===== config.mk =====
export PLATFORM = sky130hd
export DESIGN_NAME = gtm_mac_cell
export DESIGN_NICKNAME = d
export VERILOG_FILES = /design/src/rtl/gtm_pkg.sv /design/src/rtl/gtm_mac_cell.sv
export SDC_FILE = /design/constraint.sdc
export NUM_CORES = 1
export LEC_CHECK = 0
export BUFFER_PORTS_ARGS = -buffer_cell sky130_fd_sc_hd__buf_4
export CORE_MARGIN = 3
export CORE_UTILIZATION = 65
export DETAILED_ROUTE_END_ITERATION = 7
export PLACE_DENSITY = 0.84
export SYNTH_ARGS = -nofsm -noshare
export SYNTH_HDL_FRONTEND = slang
export SYNTH_SLANG_ARGS = --single-unit

===== constraint.sdc =====
create_clock -name clock -period 12.26 [get_ports clock]
set_input_delay 0.613 -clock clock [delete_from_list [all_inputs] [get_ports clock]]
set_output_delay 0.613 -clock clock [all_outputs]
set_load 0.02 [all_outputs]

===== src/rtl/gtm_pkg.sv =====
// Shared types, constants and arithmetic helpers for the 4x3 GEMM tile.
// Used by gtm_mac_cell and gemm_tile_4x3_mac; depends on nothing else.
`timescale 1ns / 1ps
`default_nettype none

package gtm_pkg;

   localparam int DATA_W      = 16;   // Q1.15 operand width
   localparam int PROD_W      = 32;   // exact Q2.30 product width
   localparam int ACC_W       = 48;   // Q18.30 accumulator width
   localparam int MAX_ROWS    = 4;    // rows carried in every request item
   localparam int MAX_COLS    = 3;    // columns carried in every request item
   localparam int ROW_IDX_W   = 2;
   localparam int ROW_CNT_W   = 3;
   localparam int COL_CNT_W   = 2;
   localparam int REQ_TDATA_W = 264;
   localparam int RSP_TDATA_W = 152;
   localparam int CSR_ADDR_W  = 2;
   localparam int CSR_DATA_W  = 3;

   // Configuration register indexes.
   localparam logic [CSR_ADDR_W-1:0] CSR_UPDATE_MODE = 2'd0;
   localparam logic [CSR_ADDR_W-1:0] CSR_ROWS_USED   = 2'd1;
   localparam logic [CSR_ADDR_W-1:0] CSR_COLS_USED   = 2'd2;

   // Request kinds carried in req_tuser.
   localparam logic CMD_STEP  = 1'b0;
   localparam logic CMD_FLUSH = 1'b1;

   // Per-cell control from the sequencing logic.
   typedef struct packed {
      logic acc_en;   // add this item's product into the cell
      logic clr;      // zero the cell (row flush)
   } cell_ctrl_type;

   // Signed addition that clamps to the 48-bit range instead of wrapping.
   function automatic logic signed [ACC_W-1:0] sat_add(
      input logic signed [ACC_W-1:0] a,
      input logic signed [ACC_W-1:0] b
   );
      logic [ACC_W:0]          sum;
      logic signed [ACC_W-1:0] res;
      sum = {a[ACC_W-1], a} + {b[ACC_W-1], b};
      if (sum[ACC_W] != sum[ACC_W-1]) begin
         res = sum[ACC_W] ? {1'b1, {(ACC_W-1){1'b0}}} : {1'b0, {(ACC_W-1){1'b1}}};
      end else begin
         res = sum[ACC_W-1:0];
      end
      return res;
   endfunction

endpackage

`default_nettype wire


===== src/rtl/gtm_mac_cell.sv =====
// One accumulator of the tile: 16x16 signed multiply and saturating add.
// Depends on gtm_pkg for widths, the control struct and sat_add.
`timescale 1ns / 1ps
`default_nettype none

module gtm_mac_cell (
   input  wire logic                                 clock,
   input  wire logic                                 reset,
   input  wire gtm_pkg::cell_ctrl_type               ctrl,
   input  wire logic signed [gtm_pkg::DATA_W-1:0]    a_val,
   input  wire logic signed [gtm_pkg::DATA_W-1:0]    b_val,
   output      logic signed [gtm_pkg::ACC_W-1:0]     acc
);

   logic signed [gtm_pkg::PROD_W-1:0] prod;
   logic signed [gtm_pkg::ACC_W-1:0]  prod_ext;
   logic signed [gtm_pkg::ACC_W-1:0]  acc_ff;
   logic signed [gtm_pkg::ACC_W-1:0]  acc_in;

   // The Q2.30 product is taken as Q18.30 without any shift.
   assign prod     = a_val * b_val;
   assign prod_ext = {{(gtm_pkg::ACC_W-gtm_pkg::PROD_W){prod[gtm_pkg::PROD_W-1]}}, prod};

   always_comb begin
      acc_in = acc_ff;
      priority if (ctrl.clr) begin
         acc_in = '0;
      end else if (ctrl.acc_en) begin
         acc_in = gtm_pkg::sat_add(acc_ff, prod_ext);
      end
   end

   always_ff @(posedge clock) begin
      if (reset) begin
         acc_ff <= '0;
      end else begin
         acc_ff <= acc_in;
      end
   end

   assign acc = acc_ff;

endmodule

`default_nettype wire


# --- Yosys cells after proc, flatten, opt, wreduce, memory -nomap -nowiden ---
# Index checks and enable logic that the tools add are counted.
totals:
  regBits: 48
  latch_bits: 0
  in_bits: 36
  mem_count: 0
  elab_cells: 7
  mem_bits_rw: 0
  rom_bits: 0
  output_inout_bits: 48
classes:
  reduce_logical: 1
  n_addsub: 1
  n_mul: 1
  shifts: 0
  order_cmp: 0
  n_div: 0
  mux: 2
  n_eq_ne: 1
  bitwise_logic: 0
ops:
  columns: ["op", "count"]
  rows:
  - ["48-bit 2-to-1 mux", 2]
  - ["48-bit by 32-bit adder with 49-bit output", 1]
  - ["16-bit by 16-bit multiplier with 32-bit output", 1]
  - ["2-bit OR reduction", 1]
  - ["1-bit != test", 1]

# --- Longest topological paths before layout ---
depth:
  word_depth: 4
  ltp_mapped: 29
  depth_no_buf: 25

# --- Worst setup path before layout ---
# OpenSTA, ideal clock, no wires.
synth_path:
  path_kind: "input-to-reg"
  start: "input port b_val[1] in the netlist's numbering"
  end: "register acc_ff, in the netlist acc[43]"
  setup_ns: 0.116
  path_buffers: 5
  slack_ns: 4.803
  required_ns: 12.144
  arrival_time_ns: 7.341
  cell_stages: 28
  path_cell_list: "clkbuf_1 -> nand2_1 -> inv_1 -> fa_1 -> inv_1 -> fa_1 -> fa_1 -> fa_1 -> inv_1 -> fa_1 -> inv_1 -> fa_1 -> inv_1 -> ha_1 -> clkbuf_1 -> a21o_1 -> a21o_1 -> a21oi_1 -> o211ai_1 -> a31oi_1 -> o21ai_2 -> xnor2_2 -> buf_6 -> nand2_2 -> buf_6 -> buf_6 -> a21oi_1 -> nor2_1"
synth_via:
  elab_chain_len: 4
synth_rtl:
  columns: ["item", "line", "rtl"]
  rows:
  - ["start, declared", "gtm_mac_cell.sv:11", "input wire logic signed [gtm_pkg::DATA_W-1:0] b_val,"]
  - ["16-bit by 16-bit multiplier with 32-bit output (*)", "gtm_mac_cell.sv:21", "assign prod = a_val * b_val;"]
  - ["48-bit by 32-bit adder with 49-bit output (*)", "gtm_pkg.sv:43", "sum = {a[ACC_W-1], a} + {b[ACC_W-1], b};"]
  - ["48-bit 2-to-1 mux or 1-bit != test (tied branches)", "gtm_pkg.sv:45, gtm_pkg.sv:44", null]
  - ["48-bit 2-to-1 mux (*)", "gtm_pkg.sv:44", "if (sum[ACC_W] != sum[ACC_W-1]) begin"]
  - ["end signal, assigned", "gtm_mac_cell.sv:37", "acc_ff <= acc_in;"]
  - ["end, declared", "gtm_mac_cell.sv:17", "logic signed [gtm_pkg::ACC_W-1:0] acc_ff;"]
# Mark *: on every way between the ends. The rest lies on a longest branch, timed or not.
# A chain may end at the register's enable or synchronous reset.

# --- Worst setup path after layout ---
layout_path:
  start: "input port b_val[1] in the netlist's numbering"
  end: "register acc_ff, in the netlist acc[23]"
# Same word-level chain as after synthesis.

==> impl_results.md <==
* Synthesized-area fraction occupied by xor and xnor cells at 0.0256
* Clock root cell: clkbuf_16
* GR Overflow Total at 0
* # clock sinks at 48
* Mapped Nets at between 2000 and 2500
* DRT iter0 DRCs at roughly 850
* Row cnt at between 50 and 60
* Wire per inst at roughly 17 um
* Final wirelength at ~37000 um
* Largest fanout on the critical path at 38
* Fillcell total at about 1800
* Non-filler cells, final at 2141
* Post-synth top flop: dfxtp_1
* Ratio of cells with drive above 1 in the final layout at 0.0686
* Max Cap Violations at 0
* Vias in the first global route at between 10000 and 15000
* Via count at 12100
* # H-tree levels at 2
* Fin crit share at 0.714
* Die Footprint at around 27000 um2
* Top Ports at 84
* Endpoints failing setup at 0
* First-pass GRT wire length at 64400 um
* Hold Crit Class: reg -> reg
* Total CTS buffers at 5
* Placer Congestion at between 0.9 and 1
* Synthesized instance count at around 1800
* CTS Hold Bufs at 0
* CTS clk-pin slew, worst paths at around 0.080 ns
* Layout area overhead at 5.64%
* Starting Density at 0.672
* Nets at between 2000 and 2500
* Clk_lat worst skew at around 0.3 ns
* Fin crit period at 8.76 ns
* Slew @ Worst Pin at around 1.1 ns
* Post-synth EDFFs at 0
* Setup TNS at 0 ns
* Max-slew violations at 0
* Largest net degree at the start of global routing at 57
* Clk_skew at between 0.009 and 0.01 ns
* Mapped cell area at around 16000 um2
* Critical path class: in -> reg
* Chip height at ~160 um
* Initial antenna violation count at 0
* FMAX at between 100 and 150 MHz
* Max reg flops at 48
* CTS resizes at 0
* Core area at ~24000 um2
* Async SR Flop Fraction at 0
* Worst slack at placement at 3.19 ns
* DIE WIDTH at around 160 um
* Tot GR Track Use at 0.301
* Clock buffer depth at 2
* Adder-cell share of the synthesized area at 0.565
* Mux contribution to synthesized area at 0.000624
* Worst setup SP type: primary input
* Main combinational cell family by area after synthesis: adder cells
* Unique masters post-synth at 64
* Data required time of the worst path at ~12 ns
* Post-CTS setup buffers at 0
* Status: completed
* CTS tree: done
* Register bit count reported by yosys at 48
* Final hold violations at 0
* PortBufs at slightly above 80
* Synth Area in Compound Gates at 0.0995
* Commonest non-fill, non-tap cell in the layout: inv_1
* Post-Synth Simple-Gate Area at 0.123
* DRC Markers at 0
* Post-detail-place hpwl at ~31000 um
* Slew headroom at 0.295
* Dpl cells at ~2100
* Routed Antenna Nets at 0
* Final worst slack at approximately 3.5 ns
* Worst Path Arrival at between 8 and 9 ns
* Syn Area/Cell at about 9.0 um2
* YS warnings at 0
* RSZ-0062 raised after global routing: no
* First-pass DRT Iterations at 7
* Seq/Total Area, Yosys at 0.0599
* Worst setup EP type: flop
* ANT cells at 0
* Vias per Instance at between 5 and 6
* Most frequent cells in the layout: inv_1, fa_1, nand2_1, ha_1, and2_1
final timing paths:
check / start / cells after the start / slack (ns) / end
max: b_val[1] / 24 / 3.50 / acc[23]$_SDFFE_PP0P_
min reg2reg: acc[42]$_SDFFE_PP0P_ / 2 / 0.55 / acc[42]$_SDFFE_PP0P_
max reg2reg: acc[15]$_SDFFE_PP0P_ / 20 / 5.46 / acc[36]$_SDFFE_PP0P_
min: acc[42]$_SDFFE_PP0P_ / 2 / 0.55 / acc[42]$_SDFFE_PP0P_
logic make-up (layout without fill, tap and decap cells):
logic type,after synthesis,in the layout
buffers and inverters,523,552
and+or+nand+nor,415,415
AOI/OAI and AO/OA,253,253
muxes,1,1
DFF,48,48
xor gates and xnor gates,46,46
adders and majority gates,507,507
synth_stat cells, types with 3 or more instances:
cell | number | share of area
xnor2_1 | 32 | 0.017
xor2_1 | 13 | 0.0071
o21a_1 | 7 | 0.0033
o21ai_1 | 4 | 0.0012
nor3_1 | 3 | 0.00094
maj3_1 | 7 | 0.0044
a211oi_1 | 5 | 0.0023
buf_2 | 6 | 0.0019
dfxtp_1 | 48 | 0.060
nor2b_1 | 3 | 0.0012
buf_6 | 5 | 0.0035
fa_1 | 366 | 0.46
and2_1 | 120 | 0.047
a31oi_1 | 6 | 0.0023
o221ai_1 | 3 | 0.0016
nand4_1 | 5 | 0.0019
a21o_1 | 30 | 0.014
o21bai_1 | 9 | 0.0042
a21oi_2 | 19 | 0.010
inv_1 | 458 | 0.11
o211ai_1 | 3 | 0.0014
ha_1 | 134 | 0.10
clkbuf_1 | 44 | 0.010
nor2_1 | 84 | 0.020
or3_1 | 4 | 0.0016
nand2_1 | 161 | 0.038
nor4_1 | 3 | 0.0012
a21boi_0 | 3 | 0.0014
o21ai_0 | 68 | 0.021
o31a_1 | 3 | 0.0016
buf_4 | 3 | 0.0014
and3_1 | 7 | 0.0027
nand3_1 | 16 | 0.0050
a21oi_1 | 73 | 0.023
buf_1 | 4 | 0.00094
final cells by class:
class	count	area (um2)	area share
Clock buffer	6	139	0.00819
Clock inverter	2	13.8	0.000812
Inverter	458	1720	0.101
Multi-Input combinational cell	1222	13100	0.771
Sequential cell	48	961	0.0567
Tap cell	319	399	0.0235
Timing Repair Buffer	86	646	0.0381
critical path: stages:
cell	delay, ns
buf_4	0.17
nand2_1	0.15
inv_1	0.09
fa_2	0.67
inv_1	0.13
fa_1	0.88
fa_1	0.65
fa_1	0.74
inv_1	0.35
fa_1	0.59
inv_1	0.05
fa_1	0.48
inv_1	0.04
ha_1	0.36
a21oi_1	0.22
o21ai_1	0.14
a221oi_1	0.32
o211ai_1	0.13
a31oi_1	0.22
o21ai_2	0.10
xnor2_2	0.52
nand2_2	0.76
a21oi_1	0.42
nor2_1	0.07
per-layer routing:
layer / global-route usage / share of wire
met1: 0.399 / 0.41
met2: 0.526 / 0.51
met3: 0.0462 / 0.067
met4: 0.0688 / 0.018
met5: 0 / 0
stage by stage:
step                hold WS, ns  instance area [um2]  utilization
floorplan                 0.594                16100            -
global placement          0.509                16800        0.703
detailed placement        0.524                16800        0.703
CTS                       0.541                17000        0.710
global route              0.570                17000        0.710
finish                    0.547                17000        0.710
Power is left out: the tool's default activity adds up to more than one toggle a clock period on the data nets, which glitch-free logic cannot reach.
